===== config.mk =====
export PLATFORM = sky130hd
export DESIGN_NAME = ascii_integer_parser_core_flat
export DESIGN_NICKNAME = d
export VERILOG_FILES = /design/src/rtl/aip_pkg.sv /design/src/rtl/aip_char_if.sv /design/src/rtl/aip_result_if.sv /design/src/rtl/aip_cfg_if.sv /design/src/rtl/ascii_integer_parser_core.sv /design/src/rtl/aip_cfg_regs.sv /design/src/rtl/aip_input_stage.sv /design/src/rtl/aip_scanner.sv /design/src/rtl/aip_finish.sv /design/src/flat_wrapper.sv
export SDC_FILE = /design/constraint.sdc
export NUM_CORES = 2
export LEC_CHECK = 0
export ABC_AREA = 0
export BUFFER_PORTS_ARGS = -buffer_cell sky130_fd_sc_hd__buf_2
export CAP_MARGIN = 20
export CORE_UTILIZATION = 60
export CTS_BUF_LIST = sky130_fd_sc_hd__clkbuf_8
export CTS_CLUSTER_DIAMETER = 120
export DETAILED_ROUTE_END_ITERATION = 16
export PLACE_DENSITY = 0.78
export SKIP_LAST_GASP = 1
export SLEW_MARGIN = 20
export SYNTH_ARGS = -nofsm -noshare
export SYNTH_HDL_FRONTEND = slang
export SYNTH_SLANG_ARGS = --single-unit

===== constraint.sdc =====
create_clock -name clk -period 24 [get_ports clk]
set_input_delay 2.4 -clock clk [delete_from_list [all_inputs] [get_ports clk]]
set_output_delay 2.4 -clock clk [all_outputs]
set_load 0.02 [all_outputs]

===== src/rtl/aip_pkg.sv =====
// Shared types, constants and helper functions for the ASCII integer parser.
// No dependencies; every other file refers to this package by scoped names.

package aip_pkg;

    localparam int MAX_LEN = 4095;

    typedef logic [7:0]  char_t;
    typedef logic [63:0] value_t;
    typedef logic [2:0]  status_t;
    typedef logic [11:0] index_t;
    typedef logic [7:0]  cfg_addr_t;
    typedef logic [7:0]  cfg_data_t;
    typedef logic [5:0]  base_t;

    localparam index_t POS_CAP = 12'((MAX_LEN < 4095) ? MAX_LEN : 4095);

    // characters
    localparam char_t CH_PLUS  = 8'h2B;
    localparam char_t CH_MINUS = 8'h2D;
    localparam char_t CH_X_LO  = 8'h78;
    localparam char_t CH_X_UP  = 8'h58;
    localparam char_t CH_SPACE = 8'h20;
    localparam char_t CH_TAB   = 8'h09;
    localparam char_t CH_ZERO  = 8'h30;
    localparam char_t CH_NINE  = 8'h39;
    localparam char_t CH_A_LO  = 8'h61;
    localparam char_t CH_Z_LO  = 8'h7A;
    localparam char_t CH_A_UP  = 8'h41;
    localparam char_t CH_Z_UP  = 8'h5A;

    localparam base_t NO_DIGIT = 6'h3F;
    localparam base_t BASE_AUTO = 6'd0;
    localparam base_t BASE_8   = 6'd8;
    localparam base_t BASE_10  = 6'd10;
    localparam base_t BASE_16  = 6'd16;
    localparam base_t BASE_MIN = 6'd2;
    localparam base_t BASE_MAX = 6'd35;

    // status codes
    localparam status_t ST_OK             = 3'd0;
    localparam status_t ST_TOO_BIG        = 3'd1;
    localparam status_t ST_NEG_UNSIGNED   = 3'd2;
    localparam status_t ST_TRAIL_CHR_WARN = 3'd3;
    localparam status_t ST_TRAIL_SPC_WARN = 3'd4;
    localparam status_t ST_NO_DIGITS      = 3'd5;
    localparam status_t ST_TRAIL_CHR_ERR  = 3'd6;
    localparam status_t ST_TRAIL_SPC_ERR  = 3'd7;

    // register indexes
    localparam cfg_addr_t CFG_RADIX  = 8'd0;
    localparam cfg_addr_t CFG_SIGNED = 8'd1;
    localparam cfg_addr_t CFG_WIDTH  = 8'd2;
    localparam cfg_addr_t CFG_FULL   = 8'd3;

    // result width codes
    localparam logic [1:0] RW_8  = 2'd0;
    localparam logic [1:0] RW_16 = 2'd1;
    localparam logic [1:0] RW_32 = 2'd2;
    localparam logic [1:0] RW_64 = 2'd3;

    typedef enum logic [3:0] {
        PH_SIGN   = 4'b0001,
        PH_PREFIX = 4'b0010,
        PH_DIGITS = 4'b0100,
        PH_TRAIL  = 4'b1000
    } phase_t;

    typedef struct packed {
        base_t      radix;
        logic       signed_mode;
        logic [1:0] result_width;
        logic       full_mode;
    } cfg_t;

    typedef struct packed {
        logic  valid;
        char_t char_code;
        logic  is_end;
    } item_t;

    // parse state as seen at the terminator, prefix already resolved
    typedef struct packed {
        logic   negative;
        value_t acc;
        logic   overflow;
        logic   digit_seen;
        logic   trailing;
        logic   nonspace;
        index_t stop;
    } snap_t;

    typedef struct packed {
        value_t  value;
        status_t status;
        index_t  end_index;
    } result_t;

    function automatic base_t digit_of(input char_t c);
        base_t d;
        d = NO_DIGIT;
        if (c >= CH_ZERO && c <= CH_NINE) begin
            d = 6'(c - CH_ZERO);
        end
        else if (c >= CH_A_LO && c <= CH_Z_LO) begin
            d = 6'(c - CH_A_LO + 8'd10);
        end
        else if (c >= CH_A_UP && c <= CH_Z_UP) begin
            d = 6'(c - CH_A_UP + 8'd10);
        end
        return d;
    endfunction

    function automatic index_t sat_add(input index_t pos, input logic [1:0] n);
        logic [12:0] sum;
        sum = {1'b0, pos} + {11'd0, n};
        if (sum > {1'b0, POS_CAP}) begin
            return POS_CAP;
        end
        return sum[11:0];
    endfunction

    // previous value too large for one more digit of this base
    function automatic logic shift_hit(input value_t prev, input base_t base);
        logic hit;
        if (base < 6'd4) begin
            hit = prev[63];
        end
        else if (base < 6'd8) begin
            hit = |prev[63:62];
        end
        else if (base < 6'd16) begin
            hit = |prev[63:61];
        end
        else if (base < 6'd32) begin
            hit = |prev[63:60];
        end
        else begin
            hit = |prev[63:59];
        end
        return hit;
    endfunction

endpackage


===== src/rtl/aip_char_if.sv =====
// Character input channel: valid/ready with one string byte and end flag.
// Depends on aip_pkg.

interface aip_char_if;
    logic           valid;
    logic           ready;
    aip_pkg::char_t char_code;
    logic           is_end;

    modport source (output valid, output char_code, output is_end, input ready);
    modport sink   (input valid, input char_code, input is_end, output ready);
endinterface


===== src/rtl/aip_result_if.sv =====
// Result output channel: valid/ready with value, status and end index.
// Depends on aip_pkg.

interface aip_result_if;
    logic             valid;
    logic             ready;
    aip_pkg::value_t  value;
    aip_pkg::status_t status;
    aip_pkg::index_t  end_index;

    modport source (output valid, output value, output status, output end_index,
                    input ready);
    modport sink   (input valid, input value, input status, input end_index,
                    output ready);
endinterface


===== src/rtl/aip_cfg_if.sv =====
// Configuration write channel: valid/ready with register index and data.
// Depends on aip_pkg.

interface aip_cfg_if;
    logic               valid;
    logic               ready;
    aip_pkg::cfg_addr_t index;
    aip_pkg::cfg_data_t data;

    modport source (output valid, output index, output data, input ready);
    modport sink   (input valid, input index, input data, output ready);
endinterface


===== src/rtl/ascii_integer_parser_core.sv =====
// Top level of the streaming ASCII integer parser: config bank, input register,
// scanner, terminator logic and result register. Depends on aip_pkg and the
// aip_char_if, aip_result_if and aip_cfg_if interfaces.

// The parser takes one string byte per clock on the chars channel and gives one
// result on the results channel for each terminator; the terminator passes through
// the input register, then the result register, which holds the result.
// The rate is one byte per clock, set by the scanner's per-byte multiply-add of the
// 64-bit accumulator by the base, which is combinational. Ordinary bytes keep
// flowing while a result waits to be taken; only a terminator waits in the input
// register while the previous result is still held. No clearing pass is needed
// after reset. Configuration writes are accepted at any time and should be made
// while no string is in flight.

module ascii_integer_parser_core (
    input  logic          clk,
    input  logic          rst_n,
    aip_cfg_if.sink       cfg,
    aip_char_if.sink      chars,
    aip_result_if.source  results
);

    aip_pkg::cfg_t    regs;
    aip_pkg::item_t   item;
    aip_pkg::snap_t   snap;
    aip_pkg::result_t fin;
    aip_pkg::result_t result_reg;
    logic             out_valid_reg;
    logic             out_free;
    logic             take;

    assign out_free = !out_valid_reg || results.ready;

    aip_cfg_regs u_cfg (
        .clk   (clk),
        .rst_n (rst_n),
        .cfg   (cfg),
        .regs  (regs)
    );

    aip_input_stage u_in (
        .clk      (clk),
        .rst_n    (rst_n),
        .chars    (chars),
        .out_free (out_free),
        .item     (item),
        .take     (take)
    );

    aip_scanner u_scan (
        .clk   (clk),
        .rst_n (rst_n),
        .take  (take),
        .item  (item),
        .regs  (regs),
        .snap  (snap)
    );

    aip_finish u_fin (
        .snap (snap),
        .regs (regs),
        .res  (fin)
    );

    always_ff @(posedge clk or negedge rst_n)
    begin
        if (!rst_n)
        begin
            out_valid_reg <= 1'b0;
        end
        else if (take && item.is_end)
        begin
            out_valid_reg <= 1'b1;
        end
        else if (results.ready)
        begin
            out_valid_reg <= 1'b0;
        end
    end

    always_ff @(posedge clk)
    begin
        if (take && item.is_end)
        begin
            result_reg <= fin;
        end
    end

    assign results.valid     = out_valid_reg;
    assign results.value     = result_reg.value;
    assign results.status    = result_reg.status;
    assign results.end_index = result_reg.end_index;

    // a taken terminator always yields a result on the next cycle
    a_end_gives_result: assert property (@(posedge clk) disable iff (!rst_n)
        take && item.is_end |=> results.valid)
        else $error("terminator taken without a result");

    // a held terminator must back-pressure the input while the output is stalled
    a_end_blocks_input: assert property (@(posedge clk) disable iff (!rst_n)
        item.valid && item.is_end && results.valid && !results.ready |-> !chars.ready)
        else $error("input accepted while a terminator is blocked");

    a_no_digits_zero: assert property (@(posedge clk) disable iff (!rst_n)
        results.valid && results.status == aip_pkg::ST_NO_DIGITS |-> results.value == '0)
        else $error("nonzero value with no digits");

    a_index_capped: assert property (@(posedge clk) disable iff (!rst_n)
        results.valid |-> results.end_index <= aip_pkg::POS_CAP)
        else $error("end index beyond the position cap");

endmodule


===== src/rtl/aip_cfg_regs.sv =====
// Configuration register bank for the parser.
// Depends on aip_pkg and aip_cfg_if.

module aip_cfg_regs (
    input  logic          clk,
    input  logic          rst_n,
    aip_cfg_if.sink       cfg,
    output aip_pkg::cfg_t regs
);

    aip_pkg::cfg_t regs_reg;
    logic          wr;

    assign cfg.ready = 1'b1;
    assign wr        = cfg.valid && cfg.ready;
    assign regs      = regs_reg;

    // unknown indexes are dropped
    always_ff @(posedge clk or negedge rst_n)
    begin
        if (!rst_n)
        begin
            regs_reg.radix        <= aip_pkg::BASE_AUTO;
            regs_reg.signed_mode  <= 1'b0;
            regs_reg.result_width <= aip_pkg::RW_64;
            regs_reg.full_mode    <= 1'b0;
        end
        else if (wr)
        begin
            if (cfg.index == aip_pkg::CFG_RADIX)
            begin
                regs_reg.radix <= cfg.data[5:0];
            end
            if (cfg.index == aip_pkg::CFG_SIGNED)
            begin
                regs_reg.signed_mode <= cfg.data[0];
            end
            if (cfg.index == aip_pkg::CFG_WIDTH)
            begin
                regs_reg.result_width <= cfg.data[1:0];
            end
            if (cfg.index == aip_pkg::CFG_FULL)
            begin
                regs_reg.full_mode <= cfg.data[0];
            end
        end
    end

endmodule


===== src/rtl/aip_input_stage.sv =====
// Input register for the character channel; holds one byte until the scanner
// takes it. Depends on aip_pkg and aip_char_if.

module aip_input_stage (
    input  logic           clk,
    input  logic           rst_n,
    aip_char_if.sink       chars,
    input  logic           out_free,
    output aip_pkg::item_t item,
    output logic           take
);

    logic           valid_reg;
    aip_pkg::char_t char_reg;
    logic           end_reg;
    logic           load;

    // a terminator waits here while the previous result is still unclaimed
    assign take        = valid_reg && (!end_reg || out_free);
    assign chars.ready = !valid_reg || take;
    assign load        = chars.valid && chars.ready;

    assign item.valid     = valid_reg;
    assign item.char_code = char_reg;
    assign item.is_end    = end_reg;

    always_ff @(posedge clk or negedge rst_n)
    begin
        if (!rst_n)
        begin
            valid_reg <= 1'b0;
        end
        else if (chars.ready)
        begin
            valid_reg <= chars.valid;
        end
    end

    always_ff @(posedge clk)
    begin
        if (load)
        begin
            char_reg <= chars.char_code;
            end_reg  <= chars.is_end;
        end
    end

endmodule


===== src/rtl/aip_scanner.sv =====
// Per-character parse state: sign run, prefix lookahead, digit accumulation
// and trailing classification. Depends on aip_pkg.

module aip_scanner (
    input  logic            clk,
    input  logic            rst_n,
    input  logic            take,
    input  aip_pkg::item_t  item,
    input  aip_pkg::cfg_t   regs,
    output aip_pkg::snap_t  snap
);

    aip_pkg::phase_t phase_reg, phase_next;
    logic            positive_reg, positive_next;
    logic            held_x_reg, held_x_next;
    aip_pkg::base_t  base_reg, base_next;
    aip_pkg::value_t acc_reg, acc_next;
    logic            ovf_reg, ovf_next;
    logic            seen_reg, seen_next;
    aip_pkg::index_t pos_reg, pos_next;
    aip_pkg::index_t stop_reg, stop_next;
    logic            trail_reg, trail_next;
    logic            nonsp_reg, nonsp_next;

    aip_pkg::char_t  c;
    aip_pkg::base_t  d;
    logic            is_space;
    logic            is_x;
    logic            auto_cfg;
    logic            auto_pfx;
    logic            run_digit;
    logic            run_trail;
    aip_pkg::base_t  dp_base;
    aip_pkg::index_t dp_pos;
    logic [69:0]     prod;
    aip_pkg::value_t mac;
    logic            is_digit;
    logic            wrapped;

    assign c = item.char_code;

    always_comb
    begin
        d        = aip_pkg::digit_of(c);
        is_space = (c == aip_pkg::CH_SPACE) || (c == aip_pkg::CH_TAB);
        is_x     = (c == aip_pkg::CH_X_LO) || (c == aip_pkg::CH_X_UP);
        auto_cfg = (regs.radix < aip_pkg::BASE_MIN) || (regs.radix > aip_pkg::BASE_MAX);
        auto_pfx = (base_reg == aip_pkg::BASE_AUTO);

        phase_next    = phase_reg;
        positive_next = positive_reg;
        held_x_next   = held_x_reg;
        base_next     = base_reg;
        acc_next      = acc_reg;
        ovf_next      = ovf_reg;
        seen_next     = seen_reg;
        pos_next      = pos_reg;
        stop_next     = stop_reg;
        trail_next    = trail_reg;
        nonsp_next    = nonsp_reg;

        run_digit = 1'b0;
        run_trail = 1'b0;
        dp_base   = base_reg;
        dp_pos    = pos_reg;

        case (phase_reg)
            aip_pkg::PH_SIGN:
            begin
                if (c == aip_pkg::CH_PLUS)
                begin
                    positive_next = 1'b1;
                    pos_next      = aip_pkg::sat_add(pos_reg, 2'd1);
                end
                else if (c == aip_pkg::CH_MINUS)
                begin
                    positive_next = !positive_reg;
                    pos_next      = aip_pkg::sat_add(pos_reg, 2'd1);
                end
                else if ((auto_cfg || regs.radix == aip_pkg::BASE_16)
                         && c == aip_pkg::CH_ZERO)
                begin
                    // hold the '0' until the next byte settles the prefix
                    base_next   = auto_cfg ? aip_pkg::BASE_AUTO : aip_pkg::BASE_16;
                    held_x_next = 1'b0;
                    phase_next  = aip_pkg::PH_PREFIX;
                end
                else
                begin
                    dp_base   = auto_cfg ? aip_pkg::BASE_10 : regs.radix;
                    run_digit = 1'b1;
                end
            end
            aip_pkg::PH_PREFIX:
            begin
                if (!held_x_reg)
                begin
                    if (is_x)
                    begin
                        held_x_next = 1'b1;
                    end
                    else if (auto_pfx && d < aip_pkg::BASE_8)
                    begin
                        dp_base   = aip_pkg::BASE_8;
                        dp_pos    = aip_pkg::sat_add(pos_reg, 2'd1);
                        run_digit = 1'b1;
                    end
                    else
                    begin
                        // held '0' counts as a digit of the fallback base
                        dp_base   = auto_pfx ? aip_pkg::BASE_10 : aip_pkg::BASE_16;
                        dp_pos    = aip_pkg::sat_add(pos_reg, 2'd1);
                        seen_next = 1'b1;
                        run_digit = 1'b1;
                    end
                end
                else if (d < aip_pkg::BASE_16)
                begin
                    dp_base   = aip_pkg::BASE_16;
                    dp_pos    = aip_pkg::sat_add(pos_reg, 2'd2);
                    run_digit = 1'b1;
                end
                else
                begin
                    // "0x" without a hex digit: the '0' is the number, 'x' trails
                    base_next  = auto_pfx ? aip_pkg::BASE_10 : aip_pkg::BASE_16;
                    seen_next  = 1'b1;
                    stop_next  = aip_pkg::sat_add(pos_reg, 2'd1);
                    phase_next = aip_pkg::PH_TRAIL;
                    trail_next = 1'b1;
                    nonsp_next = 1'b1;
                    pos_next   = aip_pkg::sat_add(pos_reg, 2'd3);
                end
            end
            aip_pkg::PH_DIGITS:
            begin
                run_digit = 1'b1;
            end
            aip_pkg::PH_TRAIL:
            begin
                run_trail = 1'b1;
            end
            default:
            begin
                run_trail = 1'b0;
            end
        endcase

        prod     = {6'd0, acc_reg} * {64'd0, dp_base};
        mac      = prod[63:0] + {58'd0, d};
        is_digit = d < dp_base;
        wrapped  = regs.signed_mode ? ($signed(acc_reg) > $signed(mac)) : (acc_reg > mac);

        if (run_digit)
        begin
            base_next = dp_base;
            if (is_digit)
            begin
                phase_next = aip_pkg::PH_DIGITS;
                acc_next   = mac;
                ovf_next   = ovf_reg || wrapped || aip_pkg::shift_hit(acc_reg, dp_base);
                seen_next  = 1'b1;
                pos_next   = aip_pkg::sat_add(dp_pos, 2'd1);
            end
            else
            begin
                phase_next = aip_pkg::PH_TRAIL;
                stop_next  = dp_pos;
                trail_next = 1'b1;
                nonsp_next = nonsp_reg || !is_space;
                pos_next   = aip_pkg::sat_add(dp_pos, 2'd1);
            end
        end

        if (run_trail)
        begin
            trail_next = 1'b1;
            nonsp_next = nonsp_reg || !is_space;
            pos_next   = aip_pkg::sat_add(pos_reg, 2'd1);
        end
    end

    // terminator view: a pending prefix resolves as '0' (plus a trailing 'x')
    always_comb
    begin
        snap.negative   = !positive_reg;
        snap.acc        = acc_reg;
        snap.overflow   = ovf_reg;
        snap.digit_seen = seen_reg || (phase_reg == aip_pkg::PH_PREFIX);
        snap.trailing   = trail_reg || (phase_reg == aip_pkg::PH_PREFIX && held_x_reg);
        snap.nonspace   = nonsp_reg || (phase_reg == aip_pkg::PH_PREFIX && held_x_reg);
        if (phase_reg == aip_pkg::PH_PREFIX)
        begin
            snap.stop = aip_pkg::sat_add(pos_reg, 2'd1);
        end
        else if (phase_reg == aip_pkg::PH_TRAIL)
        begin
            snap.stop = stop_reg;
        end
        else
        begin
            snap.stop = pos_reg;
        end
    end

    always_ff @(posedge clk or negedge rst_n)
    begin
        if (!rst_n)
        begin
            phase_reg    <= aip_pkg::PH_SIGN;
            positive_reg <= 1'b1;
            held_x_reg   <= 1'b0;
            base_reg     <= aip_pkg::BASE_AUTO;
            acc_reg      <= '0;
            ovf_reg      <= 1'b0;
            seen_reg     <= 1'b0;
            pos_reg      <= '0;
            stop_reg     <= '0;
            trail_reg    <= 1'b0;
            nonsp_reg    <= 1'b0;
        end
        else if (take && item.is_end)
        begin
            phase_reg    <= aip_pkg::PH_SIGN;
            positive_reg <= 1'b1;
            held_x_reg   <= 1'b0;
            base_reg     <= aip_pkg::BASE_AUTO;
            acc_reg      <= '0;
            ovf_reg      <= 1'b0;
            seen_reg     <= 1'b0;
            pos_reg      <= '0;
            stop_reg     <= '0;
            trail_reg    <= 1'b0;
            nonsp_reg    <= 1'b0;
        end
        else if (take)
        begin
            phase_reg    <= phase_next;
            positive_reg <= positive_next;
            held_x_reg   <= held_x_next;
            base_reg     <= base_next;
            acc_reg      <= acc_next;
            ovf_reg      <= ovf_next;
            seen_reg     <= seen_next;
            pos_reg      <= pos_next;
            stop_reg     <= stop_next;
            trail_reg    <= trail_next;
            nonsp_reg    <= nonsp_next;
        end
    end

endmodule


===== src/rtl/aip_finish.sv =====
// Terminator logic: sign application, status priority and width narrowing
// with range check. Depends on aip_pkg.

module aip_finish (
    input  aip_pkg::snap_t   snap,
    input  aip_pkg::cfg_t    regs,
    output aip_pkg::result_t res
);

    aip_pkg::value_t  val;
    aip_pkg::status_t st;
    logic             fits;

    always_comb
    begin
        val = snap.negative ? (64'd0 - snap.acc) : snap.acc;
        st  = snap.overflow ? aip_pkg::ST_TOO_BIG : aip_pkg::ST_OK;
        if (snap.negative && !regs.signed_mode && st == aip_pkg::ST_OK)
        begin
            st = aip_pkg::ST_NEG_UNSIGNED;
        end
        if (!snap.digit_seen)
        begin
            st = aip_pkg::ST_NO_DIGITS;
        end
        if (st == aip_pkg::ST_OK && snap.trailing)
        begin
            st = snap.nonspace ? aip_pkg::ST_TRAIL_CHR_WARN : aip_pkg::ST_TRAIL_SPC_WARN;
        end
        if (regs.full_mode && st != aip_pkg::ST_NO_DIGITS && snap.trailing)
        begin
            st = snap.nonspace ? aip_pkg::ST_TRAIL_CHR_ERR : aip_pkg::ST_TRAIL_SPC_ERR;
        end

        // signed: upper bits must all copy the new sign bit
        case (regs.result_width)
            aip_pkg::RW_8:
            begin
                fits = regs.signed_mode ? (val[63:7] == '0 || val[63:7] == '1)
                                        : (val[63:8] == '0);
                res.value = {56'd0, val[7:0]};
            end
            aip_pkg::RW_16:
            begin
                fits = regs.signed_mode ? (val[63:15] == '0 || val[63:15] == '1)
                                        : (val[63:16] == '0);
                res.value = {48'd0, val[15:0]};
            end
            aip_pkg::RW_32:
            begin
                fits = regs.signed_mode ? (val[63:31] == '0 || val[63:31] == '1)
                                        : (val[63:32] == '0);
                res.value = {32'd0, val[31:0]};
            end
            default:
            begin
                fits      = 1'b1;
                res.value = val;
            end
        endcase

        if (st == aip_pkg::ST_OK && !fits)
        begin
            st = aip_pkg::ST_TOO_BIG;
        end
        res.status    = st;
        res.end_index = snap.stop;
    end

endmodule

===== src/flat_wrapper.sv =====
// flat-port wrapper written by rule: the top's interface ports become plain ports
module ascii_integer_parser_core_flat 
  (clk, rst_n, cfg_valid, cfg_index, cfg_data, cfg_ready, chars_valid, chars_char_code, chars_is_end, chars_ready, results_valid, results_value, results_status, results_end_index, results_ready);
  aip_cfg_if cfg_i ();
  aip_char_if chars_i ();
  aip_result_if results_i ();
  input  logic clk;
  input  logic rst_n;
  input wire logic [$bits(cfg_i.valid)-1:0] cfg_valid;
  input wire logic [$bits(cfg_i.index)-1:0] cfg_index;
  input wire logic [$bits(cfg_i.data)-1:0] cfg_data;
  output wire logic [$bits(cfg_i.ready)-1:0] cfg_ready;
  input wire logic [$bits(chars_i.valid)-1:0] chars_valid;
  input wire logic [$bits(chars_i.char_code)-1:0] chars_char_code;
  input wire logic [$bits(chars_i.is_end)-1:0] chars_is_end;
  output wire logic [$bits(chars_i.ready)-1:0] chars_ready;
  output wire logic [$bits(results_i.valid)-1:0] results_valid;
  output wire logic [$bits(results_i.value)-1:0] results_value;
  output wire logic [$bits(results_i.status)-1:0] results_status;
  output wire logic [$bits(results_i.end_index)-1:0] results_end_index;
  input wire logic [$bits(results_i.ready)-1:0] results_ready;
  assign cfg_i.valid = cfg_valid;
  assign cfg_i.index = cfg_index;
  assign cfg_i.data = cfg_data;
  assign cfg_ready = cfg_i.ready;
  assign chars_i.valid = chars_valid;
  assign chars_i.char_code = chars_char_code;
  assign chars_i.is_end = chars_is_end;
  assign chars_ready = chars_i.ready;
  assign results_valid = results_i.valid;
  assign results_value = results_i.value;
  assign results_status = results_i.status;
  assign results_end_index = results_i.end_index;
  assign results_i.ready = results_ready;
  ascii_integer_parser_core u_core (.clk(clk), .rst_n(rst_n), .cfg(cfg_i), .chars(chars_i), .results(results_i));
endmodule

======== Yosys cells after proc, flatten, opt, wreduce, memory -nomap -nowiden ========
Index checks and enable logic that the tools add are counted.
cells by class
  mux-type cells .......................... 180
  reduce and logical (&&, ||, !) cells .... 72
  $add $sub $neg .......................... 11
  magnitude comparators ................... 21
  equal/unequal tests ..................... 32
  multiply operators ...................... 1
operators by type and width
  kind                                                                               number
  12-bit 2-to-1 mux                                                                  38
  64-bit 2-to-1 mux                                                                  5
  64-bit one-hot mux with 3 select lines                                             1
  64-bit greater-than comparator                                                     2
  6-bit 2-to-1 mux                                                                   18
  1-bit 2-to-1 mux                                                                   94
  64-bit by 6-bit adder with 64-bit output                                           1
  64-bit by 6-bit multiplier with 64-bit output                                      1
  1-bit by 64-bit subtractor with 64-bit output, first input constant                1
  57-bit equality test, second input constant                                        1
  57-bit logical NOT                                                                 1
  56-bit logical NOT                                                                 1
  13-bit by 12-bit greater-than comparator with 1-bit output, second input constant  4
  49-bit equality test, second input constant                                        1
  49-bit logical NOT                                                                 1
  48-bit logical NOT                                                                 1
  4-bit 2-to-1 mux                                                                   9
  33-bit equality test, second input constant                                        1
  33-bit logical NOT                                                                 1
  8-bit by 6-bit equality test with 1-bit output, second input constant              4
  32-bit logical NOT                                                                 1
  12-bit by 1-bit adder with 13-bit output, second input constant                    2
  12-bit by 2-bit adder with 13-bit output, second input constant                    2
  12-bit one-hot mux with 2 select lines                                             1
  56 further kinds                                                                   125
storage, ports and cells
  bits of input ports ..................... 30
  register bits ........................... 204
  output and inout bits ................... 82

======== Depth between registers and ports, before layout ========
  word-level depth ........................ 27
  mapped depth ............................ 48

======== Modules after synthesis ========
A second synthesis with hierarchy kept.
unflattened totals
  cell total of the unflattened synthesis .. 3064
  area, all modules ....................... 26957.1 µm²
by module, submodules not included
  module                     times used  area an instance (µm²)  cells each  seq. area each (µm²)
  aip_scanner                1           20484.6                 2422        2605.0
  aip_finish                 1           3210.6                  512         0.0
  ascii_integer_parser_core  1           2424.8                  84          2397.3
  aip_cfg_regs               1           480.5                   29          252.7
  aip_input_stage            1           356.6                   17          295.3

======== Worst setup path after synthesis ========
Ideal clock, no wire load.
  path type ............................... reg2reg
  start ................................... register u_core.u_in.char_reg[0]
  end ..................................... register u_core.u_scan.ovf_reg
  path buffers ............................ 4
  setup time .............................. 0.134 ns
  cell stages (with the launch flop) ...... 48
  data required time ...................... 23.866 ns
  data arrival time ....................... 9.598 ns
  slack ................................... 14.268 ns
  period minus slack after synthesis ...... 9.732 ns
  cell sequence ........................... edfxtp_1 > inv_1 > ha_1 > or4b_4 > a21boi_1 > a311o_1 > o211a_1 > buf_6 > clkinv_4 > buf_2 > a21oi_2 > o21ai_1 > nand2_1 > clkbuf_1 > clkbuf_1 > nand2_1 > fa_1 > fa_1 > [12 not listed] > o211ai_1 > nand2_1 > a21o_1 > a21oi_1 > xor2_1 > ha_1 > a21o_1 > a21o_1 > a21o_1 > a21o_1 > a21o_1 > a21o_1 > a21oi_1 > o21ai_0 > a41oi_1 > o21ai_0 > o211ai_1 > a21oi_1
on the way
  cells in the longest elaborated chain, start to end .. 23
  elaborated cells between the ends (all ways) .. 67
  classes of those cells .................. 6 x add/sub; 1 x mul; 15 x order compare; 5 x eq/ne; 29 x mux; 11 x reduce/logical
ends and longest elaborated chain
  element                                                                                 line                   text
  start: declaration                                                                      aip_input_stage.sv:14  aip_pkg::char_t char_reg;
  start signal: assignment                                                                aip_input_stage.sv:43  char_reg <= chars.char_code;
  branches (longest 23 deep; another with 64-bit by 6-bit multiplier with 64-bit output)  -
  end signal: assignment                                                                  aip_scanner.sv:243     ovf_reg <= ovf_next;
  end: declaration                                                                        aip_scanner.sv:18      logic ovf_reg, ovf_next;
Parallel ways; which one is timed is not known. The select of a mux whose other input is x is not followed.
A chain may end at the register's enable or synchronous reset.

======== Worst setup path after layout ========
  start ................................... register u_core.u_in.char_reg[1]
  end ..................................... register u_core.u_scan.ovf_reg
The elaborated chain is that of the path after synthesis.

==> metrics.sh <==
OUTCOME='finished, final reports clean'
R2R_SLACK_NS=10.61
CRIT_PATH_END_KIND='flop'
YOSYSUNIQUECELLTYPES=103
POST-CTS-SETUP-BUFFER-COUNT=0
R2R_CELLS=43
RSZ_0062_RAISED_AFTER_GLOBAL_ROUTING='no'
SYNTH_FP_NETS=3738
YOSYSTOPAREACELLSHARE=0.176
LAYOUT-AREA-OVERHEAD-VS-SYNTH_PCT=6.65
SYNTHDOMINANTAREACELLTYPE='fa_1'
GRT-OVFL-TOTAL=0
HOLD_PATH.CLASS='reg -> reg'
DRV_SLEW=0
DETAILROUTE.VIA_COUNT=25700
FLOORPLAN.DIE.HEIGHT_UM=216
FIN_CRIT_NS=13.39
NUMBER_OF_STANDARD_CELLS_IN_THE_FINAL_LAYOUT_EXCLUDING_FILLERS=3855
DRV_CAP=0
VIA_COUNT_OF_THE_FIRST_GLOBAL_ROUTING_PASS=25700
CP_DATA_ARRIVAL_TIME_NS=13.88
CRIT_REG_REG_STARTPOINT='u_core.u_in.char_reg[1]'
DRT-INITIAL-DRC-COUNT=2733
NUMBER_OF_FLOPS_MAPPED_TO_ENABLE_CELLS_BY_YOSYS=88
SYNTH_SEQ_AREA_SHARE=0.203
WORST_IR_DROP_VDD_uV=68.4
SYNTHESIS.AREA_UM2=27400
SYN_AREA_PER_CELL_UM2=8.41
REPORT.FINAL.SETUP_VIOL=0
MAX_STAGE_DELAY_NS=0.82
FINAL_WTD_CONGESTION=0.987
SETUP.WORST_PATH.END='u_core.u_scan.ovf_reg'
FP.DIEAREA_UM2=46500
WORST_EP_REQUIRED_TIME_NS=24.49
NETS=3716
ANTENNADIODECOUNT=0
TOTALNEGATIVESETUPSLACK_NS=0
FILLER_CELL_COUNT=3782
CTS.REPAIR.RESIZED=0
SKEW_NS=0.0159
TOP_LAYER='met5'
WL_MET2_UM=41900
CTS.HTREE.LEVELS=2
LARGEST_CELLS_BY_AREA_AFTER_SYNTHESIS='fa_1 (18%), dfrtp_1 (10%), ha_1 (9.8%)'
ROUTEDLENGTHMET1_UM=36400
CRITICAL_PATH.STARTPOINT_TYPE='flop'
ANTENNA_VIOLATING_NETS_POST_ROUTE=0
IO_BUFFERS=108
PRE_CTS_SLACK_NS=11.08
GRT_USAGE=0.401
DRTPASS1ITERATIONS=6
YOSYSWARNINGS=0
SLEW_HEADROOM=0.227
FINAL_MIN_PERIOD_OVER_CLOCK_PERIOD=0.558
CTS_SINKS=204
CLKSLEWWORSTSETUPHOLDPATHS_NS=0.07
CLOCK_TREE_FROM_TRITONCTS='built'
HPWL_UM=66700
KIND_OF_CRITICAL_PATH='reg -> reg'
IO-PIN-COUNT=112
CTS-ROOT-TO-SINK-BUFFERS=3
CRITICAL-PATH-TOP-CELL-BY-COUNT='a21o_1'
CTS-BUFFERS-INSERTED=41
CRIT_PATH_TOP_DELAY_CELL='o21ai_0'
NETLIST_INSTANCES=3253
SYNTH_FF_TYPE='dfrtp_1'
REGTOREGENDPOINT='u_core.u_scan.ovf_reg'
FINALHOLDVIOLATIONS=0
FLOORPLAN.DIE.WIDTH_UM=216
WIRE_LENGTH_OF_THE_FIRST_GLOBAL_ROUTING_PASS_UM=146000
TIMING_WORST_SLEW_PIN_VALUE_NS=1.15
MET3_LENGTH_UM=9620
CP-STARTPOINT='u_core.u_in.char_reg[1]'
ANTENNA_FOUND_INITIAL=1
POWER.STATIC_LEAKAGE_nW=13.3
CORE_AREA_UM2=44600
LAYOUT-DRIVE-GT1-SHARE=0.0858
POST_CTS_HOLD_BUFFER_COUNT=0
MAXIMUM_NUMBER_OF_PINS_ON_ONE_NET_BEFORE_GLOBAL_ROUTE_REPAIR=79
INITIAL_CORE_UTIL=0.614
POST_DRT_WL_PER_CELL_UM=24.0
POSTSYNTHREGISTERBITS=204
TIMING.FMAX_GHz=0.0747
POWERDENSITY_nW_PER_UM2=74.4
TOTALWIRELENGTH_UM=92500
PLACE.DETAILED.INSTANCES=3780
POST-ROUTE-DRC-COUNT=0
ASYNC_RESET_FF_FRAC=0.569
CRIT_PATH_MAX_FANOUT=55
PLACEMENT_ROWS=77
LAYOUT_SETUP_WS_NS=10.61
CTS_ROOT_BUFFER='clkbuf_8'
LATEST_CLOCK_ARRIVAL_WITHIN_THE_WORST_SKEW_PAIR_NS=0.63
ROUTED_VIA_DENSITY=6.68
[through the flow]
stage | total power (W) | area, um2 | utilization | hold slack (ns)
after detailed placement | 0.00166 | 28200 | 0.632 | 0.498
after floorplan | 0.00126 | 27400 | - | 0.463
after global routing | 0.00227 | 29200 | 0.654 | 0.545
after CTS | 0.00212 | 29200 | 0.654 | 0.508
after global placement | 0.00163 | 28200 | 0.632 | 0.482
final | 0.00217 | 29200 | 0.654 | 0.515
[cells in the final DEF, fill, tap and decap left out, types with 10 or more instances in the layout]
cell and instances:
a211oi_1 26, a21o_1 67, a21oi_1 243, a221oi_1 11
a31oi_1 43, a41oi_1 10, and2_1 182, and3_1 23
and4_1 17, buf_2 107, buf_4 42, bufinv_16 10
clkbuf_8 44, dfrtp_1 112, edfxtp_1 88, fa_1 240
ha_1 215, inv_1 201, mux2_2 12, mux2i_1 13
nand2_1 320, nand2b_1 34, nand3_1 67, nand4_1 50
nor2_1 316, nor2b_1 42, nor3_1 68, nor4_1 31
o21a_1 17, o21ai_0 139, o21bai_1 10, o22ai_1 17
o31ai_1 21, or2_2 10, or3_1 23, or4_1 11
xnor2_1 100, xor2_1 55
[metal layers]
| metal | global-route usage | vias up |
|---|---|---|
| met5 | 0 | - |
| met4 | 0.190 | 2 |
| met3 | 0.0786 | 310 |
| met2 | 0.628 | 1514 |
| met1 | 0.535 | 12600 |
| li1 | - | 11300 |
[critical path, delay by kind of cell, from the launching register on]
kind / cells / cell delay (ns)
AOI/OAI and AO/OA: 25 / 6.66
xor gates and xnor gates: 1 / 0.13
adders and majority gates: 7 / 2.64
buffers and inverters: 6 / 1.92
DFF: 1 / 0.51
and+or+nand+nor: 4 / 1.35
[cell usage after synthesis (all sizes together) (8+ instances only)]
library cell / number
buf: 27
nand3: 67
xor2: 55
clkbuf: 188
or2: 11
a41oi: 11
nand3b: 8
nand4: 51
mux2i: 13
a221oi: 11
fa: 240
nor4b: 10
o21a: 17
and4: 17
or4: 11
a22o: 8
a21oi: 246
nand2b: 34
o22ai: 17
nor4: 34
o31ai: 23
mux2: 12
o211ai: 10
a211oi: 26
edfxtp: 88
a2111oi: 9
nor2b: 42
a21o: 67
ha: 215
nor3: 70
inv: 197
o21ai: 148
nor2: 316
or3: 23
a311oi: 9
and3: 23
nand2: 324
o21bai: 11
a31oi: 43
xnor2: 100
dfrtp: 112
and2: 187
[where the power goes]
| part | switching [W] | total, W | internal, W |
|---|---|---|---|
| Clock | 0.000185 | 0.000463 | 0.000278 |
| Sequential | 0.0000802 | 0.000493 | 0.000413 |
| Combinational | 0.000846 | 0.00122 | 0.000369 |
| Total | 0.00111 | 0.00217 | 0.00106 |
[final cells by class]
type                            instances  area [um2]  area share
Multi-Input combinational cell       2634       20300       0.695
Inverter                              200         758      0.0260
Clock inverter                         31         398      0.0136
Clock buffer                           44         606      0.0207
Sequential cell                       204        5550       0.190
Tap cell                              592         741      0.0254
Timing Repair Buffer                  150         862      0.0295
[cells by family after synthesis]
logic type	after synthesis	synth area share
other	1	0.000137
flip-flops	204	0.203
AO/OA/AOI/OAI	745	0.175
multiplexers	25	0.00969
XOR/XNOR	157	0.0512
AND/OR/NAND/NOR	1251	0.229
buffers and inverters	415	0.0585
adder cells (fa/ha/maj)	455	0.274
[worst min-delay path by stage]
| stage | slack [ns] | from | to | depth (start not counted) |
|---|---|---|---|---|
| 6_report | 0.51 | u_core.u_scan.phase_reg[0] | u_core.u_scan.phase_reg[0] | 2 |
| 5_1_grt | 0.54 | u_core.u_scan.phase_reg[0] | u_core.u_scan.phase_reg[0] | 2 |
| 4_1_cts | 0.51 | u_core.u_scan.phase_reg[0] | u_core.u_scan.phase_reg[0] | 2 |
| 3_5_place_dp | 0.50 | u_core.u_scan.phase_reg[0] | u_core.u_scan.phase_reg[0] | 2 |
| 3_3_place_gp | 0.48 | u_core.u_scan.phase_reg[0] | u_core.u_scan.phase_reg[0] | 2 |
| 2_1_floorplan | 0.46 | u_core.u_scan.phase_reg[0] | u_core.u_scan.phase_reg[0] | 2 |
No activity file was read; power rests on OpenSTA's default activity.
